<file path="src/sv/cfcp_pkg.sv">
// Package for the class file constant pool checker.
// Holds status codes, field widths, the magic word and the verdict struct.
// No dependencies.
package cfcp_pkg;

    localparam int STATUS_W  = 3;
    localparam int ENTRY_W   = 16;
    localparam int OUT_OFF_W = 24;

    localparam logic [STATUS_W-1:0] ST_VALID = 3'd0;
    localparam logic [STATUS_W-1:0] ST_MAGIC = 3'd1;
    localparam logic [STATUS_W-1:0] ST_EMPTY = 3'd2;
    localparam logic [STATUS_W-1:0] ST_TAG   = 3'd3;
    localparam logic [STATUS_W-1:0] ST_TRUNC = 3'd4;

    localparam logic [31:0] MAGIC_WORD = 32'hCAFE_BABE;

    // Constant pool tags that the walker accepts.
    localparam logic [7:0] TAG_UTF8      = 8'd1;
    localparam logic [7:0] TAG_INTEGER   = 8'd3;
    localparam logic [7:0] TAG_FLOAT     = 8'd4;
    localparam logic [7:0] TAG_LONG      = 8'd5;
    localparam logic [7:0] TAG_DOUBLE    = 8'd6;
    localparam logic [7:0] TAG_CLASS     = 8'd7;
    localparam logic [7:0] TAG_STRING    = 8'd8;
    localparam logic [7:0] TAG_FIELDREF  = 8'd9;
    localparam logic [7:0] TAG_METHODREF = 8'd10;
    localparam logic [7:0] TAG_IMETHREF  = 8'd11;
    localparam logic [7:0] TAG_NAMETYPE  = 8'd12;

    typedef struct packed {
        logic                 valid;
        logic [STATUS_W-1:0]  status;
        logic [ENTRY_W-1:0]   entry;
        logic [OUT_OFF_W-1:0] offset;
    } t_verdict;

    // Expected magic byte at position idx, most significant byte first.
    function automatic logic [7:0] magic_byte(input logic [1:0] idx);
        logic [7:0] b;
        unique case (idx)
            2'd0:    b = MAGIC_WORD[31:24];
            2'd1:    b = MAGIC_WORD[23:16];
            2'd2:    b = MAGIC_WORD[15:8];
            default: b = MAGIC_WORD[7:0];
        endcase
        return b;
    endfunction

endpackage

</file>
<file path="src/sv/class_file_constant_pool_checker_core.sv">
// Top level of the class file constant pool checker: input register, parser and
// result register. Depends on cfcp_pkg and cfcp_parser.
//
// The block takes one byte of a class file per cycle, with a flag on the last
// byte, and returns at most one verdict per file: valid, bad magic, empty pool,
// bad tag or truncated, with the pool entry and the byte offset where it was
// reached. A byte passes through an input register and the parser into the
// result register; the verdict is registered there from the byte that decided
// it. One byte is accepted every cycle; the input stalls only while a verdict
// waits in the result register and the output side stalls. Bytes after a
// verdict are consumed silently up to the final byte, after which the next
// file starts from a clean state. The byte offset saturates at
// 2^OFFSET_BITS - 1 and its low 24 bits are reported.
module class_file_constant_pool_checker_core import cfcp_pkg::*; #(
    parameter int OFFSET_BITS = 24
) (
    input  logic                 i_clk,
    input  logic                 i_rst_n,
    input  logic                 i_valid,
    output logic                 o_stall,
    input  logic [7:0]           i_data_byte,
    input  logic                 i_final_byte,
    output logic                 o_valid,
    input  logic                 i_stall,
    output logic [STATUS_W-1:0]  o_status,
    output logic [ENTRY_W-1:0]   o_entry_reached,
    output logic [OUT_OFF_W-1:0] o_byte_offset
);

    logic                 r_in_valid;
    logic [7:0]           r_in_byte;
    logic                 r_in_last;
    logic                 r_out_valid;
    logic [STATUS_W-1:0]  r_status;
    logic [ENTRY_W-1:0]   r_entry;
    logic [OUT_OFF_W-1:0] r_offset;

    logic     w_advance;
    logic     w_fire;
    logic     w_in_xfer;
    t_verdict w_verdict;

    // The pipeline moves whenever the result register is free or being drained.
    assign w_advance = !(r_out_valid && i_stall);
    assign w_fire    = r_in_valid && w_advance;
    assign o_stall   = r_in_valid && !w_advance;
    assign w_in_xfer = i_valid && !o_stall;

    cfcp_parser #(
        .OFFSET_BITS (OFFSET_BITS)
    ) u_parser (
        .i_clk        (i_clk),
        .i_rst_n      (i_rst_n),
        .i_fire       (w_fire),
        .i_data_byte  (r_in_byte),
        .i_final_byte (r_in_last),
        .o_verdict    (w_verdict)
    );

    always_ff @(posedge i_clk) begin
        if (!i_rst_n) begin
            r_in_valid <= 1'b0;
        end else if (!o_stall) begin
            r_in_valid <= i_valid;
        end
    end

    always_ff @(posedge i_clk) begin
        if (w_in_xfer) begin
            r_in_byte <= i_data_byte;
            r_in_last <= i_final_byte;
        end
    end

    always_ff @(posedge i_clk) begin
        if (!i_rst_n) begin
            r_out_valid <= 1'b0;
        end else if (w_advance) begin
            r_out_valid <= w_fire && w_verdict.valid;
        end
    end

    always_ff @(posedge i_clk) begin
        if (w_fire && w_verdict.valid) begin
            r_status <= w_verdict.status;
            r_entry  <= w_verdict.entry;
            r_offset <= w_verdict.offset;
        end
    end

    assign o_valid         = r_out_valid;
    assign o_status        = r_status;
    assign o_entry_reached = r_entry;
    assign o_byte_offset   = r_offset;

endmodule

</file>
<file path="src/sv/cfcp_parser.sv">
// Byte-level parser state machine for the class file constant pool checker.
// Updates phase and counters for one byte per fire and reports the verdict.
// Depends on cfcp_pkg.
module cfcp_parser import cfcp_pkg::*; #(
    parameter int OFFSET_BITS = 24
) (
    input  logic       i_clk,
    input  logic       i_rst_n,
    input  logic       i_fire,
    input  logic [7:0] i_data_byte,
    input  logic       i_final_byte,
    output t_verdict   o_verdict
);

    typedef enum logic [3:0] {
        PH_MAGIC     = 4'd0,
        PH_VERSION   = 4'd1,
        PH_COUNT_HI  = 4'd2,
        PH_COUNT_LO  = 4'd3,
        PH_TAG       = 4'd4,
        PH_SKIP      = 4'd5,
        PH_SKIP_WIDE = 4'd6,
        PH_ULEN_HI   = 4'd7,
        PH_ULEN_LO   = 4'd8,
        PH_DRAIN     = 4'd9
    } t_phase;

    localparam logic [OFFSET_BITS-1:0] OFF_MAX = {OFFSET_BITS{1'b1}};

    t_phase                 r_phase, n_phase;
    logic [15:0]            r_cnt, n_cnt;
    logic [15:0]            r_pool, n_pool;
    logic [15:0]            r_entry, n_entry;
    logic [7:0]             r_hi, n_hi;
    logic [OFFSET_BITS-1:0] r_off, n_off;
    logic                   r_given, n_given;

    logic [OFFSET_BITS-1:0]           w_off_inc;
    logic [OFFSET_BITS+OUT_OFF_W-1:0] w_off_ext;
    logic [15:0]                      w_cnt_dec;
    logic [16:0]                      w_adv_sum;
    logic                             w_pool_end;
    logic [15:0]                      w_ulen;
    t_verdict                         w_verdict;

    assign w_off_inc  = (r_off != OFF_MAX) ? r_off + 1'b1 : r_off;
    assign w_off_ext  = {{OUT_OFF_W{1'b0}}, w_off_inc};
    assign w_cnt_dec  = (r_cnt != 16'd0) ? r_cnt - 16'd1 : r_cnt;
    assign w_adv_sum  = {1'b0, r_entry} + ((r_phase == PH_SKIP_WIDE) ? 17'd2 : 17'd1);
    assign w_pool_end = (w_adv_sum >= {1'b0, r_pool});
    assign w_ulen     = {r_hi, i_data_byte};

    always_comb begin
        n_phase   = r_phase;
        n_cnt     = r_cnt;
        n_pool    = r_pool;
        n_entry   = r_entry;
        n_hi      = r_hi;
        n_off     = w_off_inc;
        n_given   = r_given;
        w_verdict = '{valid: 1'b0, status: ST_VALID, entry: '0,
                      offset: w_off_ext[OUT_OFF_W-1:0]};

        unique case (r_phase)
            PH_MAGIC: begin
                if (i_data_byte != magic_byte(r_cnt[1:0])) begin
                    w_verdict.valid  = 1'b1;
                    w_verdict.status = ST_MAGIC;
                end else if (r_cnt >= 16'd3) begin
                    n_cnt   = '0;
                    n_phase = PH_VERSION;
                end else begin
                    n_cnt = r_cnt + 16'd1;
                end
            end
            PH_VERSION: begin
                if (r_cnt >= 16'd3) begin
                    n_cnt   = '0;
                    n_phase = PH_COUNT_HI;
                end else begin
                    n_cnt = r_cnt + 16'd1;
                end
            end
            PH_COUNT_HI: begin
                n_hi    = i_data_byte;
                n_phase = PH_COUNT_LO;
            end
            PH_COUNT_LO: begin
                n_pool = w_ulen;
                if (w_ulen == 16'd0) begin
                    w_verdict.valid  = 1'b1;
                    w_verdict.status = ST_EMPTY;
                end else if (w_ulen == 16'd1) begin
                    // A count of one means an empty but legal pool.
                    w_verdict.valid  = 1'b1;
                    w_verdict.status = ST_VALID;
                    w_verdict.entry  = 16'd1;
                end else begin
                    n_entry = 16'd1;
                    n_phase = PH_TAG;
                end
            end
            PH_TAG: begin
                unique case (i_data_byte)
                    TAG_UTF8: n_phase = PH_ULEN_HI;
                    TAG_INTEGER, TAG_FLOAT, TAG_FIELDREF, TAG_METHODREF,
                    TAG_IMETHREF, TAG_NAMETYPE: begin
                        n_cnt   = 16'd4;
                        n_phase = PH_SKIP;
                    end
                    TAG_LONG, TAG_DOUBLE: begin
                        n_cnt   = 16'd8;
                        n_phase = PH_SKIP_WIDE;
                    end
                    TAG_CLASS, TAG_STRING: begin
                        n_cnt   = 16'd2;
                        n_phase = PH_SKIP;
                    end
                    default: begin
                        w_verdict.valid  = 1'b1;
                        w_verdict.status = ST_TAG;
                        w_verdict.entry  = r_entry;
                    end
                endcase
            end
            PH_SKIP, PH_SKIP_WIDE: begin
                n_cnt = w_cnt_dec;
                if (w_cnt_dec == 16'd0) begin
                    if (w_pool_end) begin
                        w_verdict.valid  = 1'b1;
                        w_verdict.status = ST_VALID;
                        w_verdict.entry  = r_pool;
                    end else begin
                        n_entry = w_adv_sum[15:0];
                        n_phase = PH_TAG;
                    end
                end
            end
            PH_ULEN_HI: begin
                n_hi    = i_data_byte;
                n_phase = PH_ULEN_LO;
            end
            PH_ULEN_LO: begin
                n_cnt = w_ulen;
                if (w_ulen != 16'd0) begin
                    n_phase = PH_SKIP;
                end else if (w_pool_end) begin
                    w_verdict.valid  = 1'b1;
                    w_verdict.status = ST_VALID;
                    w_verdict.entry  = r_pool;
                end else begin
                    n_entry = w_adv_sum[15:0];
                    n_phase = PH_TAG;
                end
            end
            default: ;
        endcase

        if (w_verdict.valid) begin
            n_given = 1'b1;
            n_phase = PH_DRAIN;
        end

        if (i_final_byte) begin
            // Data ran out before any verdict: report truncation.
            if (!n_given) begin
                w_verdict.valid  = 1'b1;
                w_verdict.status = ST_TRUNC;
                w_verdict.entry  = (n_phase == PH_TAG || n_phase == PH_SKIP ||
                                    n_phase == PH_SKIP_WIDE || n_phase == PH_ULEN_HI ||
                                    n_phase == PH_ULEN_LO) ? n_entry : 16'd0;
            end
            n_phase = PH_MAGIC;
            n_cnt   = '0;
            n_pool  = '0;
            n_entry = 16'd1;
            n_hi    = '0;
            n_off   = '0;
            n_given = 1'b0;
        end
    end

    always_ff @(posedge i_clk) begin
        if (!i_rst_n) begin
            r_phase <= PH_MAGIC;
            r_cnt   <= '0;
            r_pool  <= '0;
            r_entry <= 16'd1;
            r_hi    <= '0;
            r_off   <= '0;
            r_given <= 1'b0;
        end else if (i_fire) begin
            r_phase <= n_phase;
            r_cnt   <= n_cnt;
            r_pool  <= n_pool;
            r_entry <= n_entry;
            r_hi    <= n_hi;
            r_off   <= n_off;
            r_given <= n_given;
        end
    end

    assign o_verdict = w_verdict;

endmodule

</file>
<file path="config.mk">
export PLATFORM = sky130hd
export DESIGN_NAME = class_file_constant_pool_checker_core
export DESIGN_NICKNAME = d
export VERILOG_FILES = /design/src/sv/cfcp_pkg.sv /design/src/sv/class_file_constant_pool_checker_core.sv /design/src/sv/cfcp_parser.sv
export SDC_FILE = /design/constraint.sdc
export NUM_CORES = 1
export LEC_CHECK = 0
export BUFFER_PORTS_ARGS = -buffer_cell sky130_fd_sc_hd__buf_2
export CAP_MARGIN = 20
export CORE_ASPECT_RATIO = 0.7
export CORE_UTILIZATION = 35
export CTS_BUF_LIST = sky130_fd_sc_hd__clkbuf_8
export CTS_CLUSTER_DIAMETER = 200
export DETAILED_ROUTE_END_ITERATION = 6
export PLACE_DENSITY = 0.49
export SYNTH_ARGS = -nofsm -noshare
export SYNTH_HDL_FRONTEND = slang
export SYNTH_SLANG_ARGS = --single-unit
</file>
<file path="constraint.sdc">
create_clock -name i_clk -period 9.7 [get_ports i_clk]
set_clock_uncertainty 0.15 [all_clocks]
set_input_delay 2.91 -clock i_clk [delete_from_list [all_inputs] [get_ports i_clk]]
set_output_delay 2.91 -clock i_clk [all_outputs]
set_load 0.005 [all_outputs]
</file>
==> flow_metrics.env <==
export IMPL_criticalPathCategory="in -> out"
export IMPL_r2r_end="o_entry_reached[14]"
export IMPL_io_pins=58
export IMPL_async_flop_share_pct=0
export IMPL_cts_resized=0
export IMPL_antenna_found_initial=0
export IMPL_drt_wirelength_per_cell_um=19.40
export IMPL_maxSlewViolCount=0
export IMPL_cts_sinks=139
export IMPL_slew_headroom_pct=28.95
export IMPL_vias=7379
export IMPL_worst_pin_slew_ns=1.064
export IMPL_syn_area_per_cell_um2=8.852
export IMPL_ys_top_cells_by_area="dfxtp_1 (21%), edfxtp_1 (19%), a22oi_1 (3.9%)"
export IMPL_hold_buffers=0
export IMPL_grt_pass1_vias=6575
export IMPL_ys_types=81
export IMPL_cap_violations=0
export IMPL_min_period_over_period_pct=65.98
export IMPL_synth_top_area_share_pct=20.93
export IMPL_ys_ff_latch=139
export IMPL_cp_required_ns=6.64
export IMPL_finalWorstSetupSlack_ns=3.300
export IMPL_drt_iter0_drc=801
export IMPL_overflow=0
export IMPL_die_w_um=186.3
export IMPL_ant_nets=0
export IMPL_start_kind="primary input"
export IMPL_synth_edf_count=52
export IMPL_worstRegToRegCells=19
export IMPL_hold_viol=0
export IMPL_yosys_warnings=0
export IMPL_rows=46
export IMPL_htree_levels=4
export IMPL_status="finished, final reports clean"
export IMPL_layout_drive_gt1_share_pct=12.47
export IMPL_whs_ns=0.3134
export IMPL_place_gp_congestion=0.8557
export IMPL_initial_core_util_pct=36.23
export IMPL_tritoncts="yes"
export IMPL_ys_seq_area_share_pct=39.70
export IMPL_nFillCells=2350
export IMPL_numCtsBuffers=17
export IMPL_core_mm2=0.02296
export IMPL_via_per_inst=5.720
export IMPL_clkTransAtPathRegs_ns=0.08
export IMPL_power_leakage_nw=3.414
export IMPL_route_detailed_drc=0
export IMPL_finalWirelength_um=25020
export IMPL_power_density_mw_per_mm2=130.7
export IMPL_worstPathArrival_ns=3.34
export IMPL_period_needed_ns=6.400
export IMPL_post_cts_buffers=0
export IMPL_syn_area_mm2=0.008320
export IMPL_rsz0062_at_grt="no"
export IMPL_syn_nets=977
export IMPL_track_usage_pct=21.18
export IMPL_cts_max_path_buffers=2
export IMPL_cp_max_fo=3
export IMPL_end_kind="primary output"
export IMPL_fin_nets=1002
export IMPL_port_buffers=57
export IMPL_num_antenna_cells=0
export IMPL_synthCells=940
export IMPL_max_vdd_ir_drop_mv=0.07761
export IMPL_clockRootBuffer="clkbuf_8"
export IMPL_die_h_um=131
export IMPL_reg2reg_setup_slack_ns=3.45
export IMPL_setup_viol=0
export IMPL_areaGrowthSynthToFinish_pct=10.77
export IMPL_hp_class="reg -> reg"
export IMPL_grt_pass1_wl_um=38900
export IMPL_synth_top_area_cell="dfxtp_1"
export IMPL_clock_latency_ns=0.48
export IMPL_dp_worst_setup_slack_ns=3.303
export IMPL_r2r_start="u_parser.r_phase[0]"
export IMPL_fp_dieArea_mm2=0.02440
export IMPL_cp_endpoint="o_stall"
export IMPL_drtPass1Iterations=6
export IMPL_startpoint="i_stall"
export IMPL_max_freq_ghz=0.1562
export IMPL_dp_hpwl_um=17480
export IMPL_grt_max_degree=47
export IMPL_synth_ff_type="dfxtp_1"
export IMPL_tns_ns=0
## layout make-up
type	count	area, um2	share of cell area, %
Multi-Input combinational cell	703	4641	50.35
Sequential cell	139	3303	35.84
Tap cell	312	390.4	4.236
Timing Repair Buffer	69	372.9	4.046
Clock buffer	18	247.7	2.688
Inverter	35	131.4	1.425
Clock inverter	14	130.1	1.412
## per-stage QoR
stage | std cells | power (mW) | util, % | area [um2]
final | 1290 | 1.205 | 40.13 | 9216
after global routing | 1290 | 1.250 | 40.13 | 9216
after CTS | 1288 | 1.218 | 40.07 | 9201
after detailed placement | 1256 | 0.7426 | 38.42 | 8823
after global placement | 1255 | 0.7421 | 38.40 | 8818
after floorplan | 940 | 0.7050 | - | 8320
## how the worst min path moves through the flow
stage	from	to	slack [ns]	depth (start not counted)
detailed placement	u_parser.r_given	u_parser.r_given	0.29	1
global route	u_parser.r_given	u_parser.r_given	0.33	1
CTS	u_parser.r_given	u_parser.r_given	0.31	1
global placement	u_parser.r_given	u_parser.r_given	0.29	1
finish	u_parser.r_given	u_parser.r_given	0.31	1
floorplan	u_parser.r_given	u_parser.r_given	0.28	1
## power breakdown
group / internal, mW / total, mW / switching (mW)
Sequential: 0.616 / 0.631 / 0.0151
Clock: 0.231 / 0.474 / 0.244
Combinational: 0.0347 / 0.0997 / 0.0650
## sequential cells by signal, indices dropped and copies added (netlist names)
register and flops:
u_parser.r_off 24, o_valid 1, r_in_last 1, o_entry_reached 16
u_parser.r_phase 4, u_parser.r_cnt 16, u_parser.r_given 1, u_parser.r_hi 8
u_parser.r_entry 16, r_in_valid 1, o_byte_offset 24, r_in_byte 8
u_parser.r_pool 16, o_status 3
## layout by cell type (no fill, tap or decap), types with 6 or more instances in the layout
master    netlist  routed
nor3_1         22      22
nand3_1        32      32
o31ai_1         8       8
and2_1         17      17
xor2_1         18      18
and4_1          6       6
a31oi_1        18      18
o21a_1          6       6
nor4_1          7       7
inv_1          35      37
a21boi_0       10      10
a21o_1          9       9
a22oi_1        43      43
o21ai_0        59      59
o22ai_1         9       9
buf_2           3      58
or3_1          13      13
clkbuf_8        0      18
nand2_1        84      84
and3_1         17      17
buf_4           0      10
nand4_1        10      10
edfxtp_1       52      52
a22o_1         10      10
nor2b_1        46      46
a221o_1         9       9
dfxtp_1        87      87
a21oi_1        47      46
ha_1           23      23
nor2_1         51      51
xnor2_1        28      28
## routing by layer
metal | wire [um] | vias to the layer above | GRT usage [%]
li1 | - | 3566 | -
met1 | 13550 | 3539 | 33.94
met2 | 9652 | 247 | 27.90
met3 | 1533 | 27 | 4.296
met4 | 290 | 0 | 5.014
met5 | 0 | - | 0
## logic make-up (layout without fill, tap and decap cells)
family / Yosys count / after routing / synth area share [%]
AND/OR/NAND/NOR: 343 / 343 / 22.71
AO/OA/AOI/OAI: 287 / 287 / 24.03
XOR/XNOR: 46 / 46 / 4.842
buffers and inverters: 98 / 136 / 4.662
multiplexers: 3 / 3 / 0.3609
flip-flops: 139 / 139 / 39.70
adder cells (fa/ha/maj): 24 / 24 / 3.699
## synth_stat cells, types with 6 or more instances
cell,instances
ha_1,23
nor2_1,51
clkbuf_1,55
o21a_1,6
a21oi_1,47
xor2_1,18
or3_1,13
nand2_1,84
a221o_1,9
a21boi_0,10
o31ai_1,8
nor2b_1,46
xnor2_1,28
and2_1,17
nor4_1,7
and4_1,6
o22ai_1,9
inv_1,35
a22o_1,10
and3_1,17
a31oi_1,18
dfxtp_1,87
edfxtp_1,52
nand3_1,32
nor3_1,22
a21o_1,9
nand4_1,10
a22oi_1,43
o21ai_0,59
## worst max-delay path, cell delays in order
cell    delay, ns
buf_2        0.10
and3_1       0.20
buf_2        0.13
Note: power is estimated with default switching activity, not from simulation.
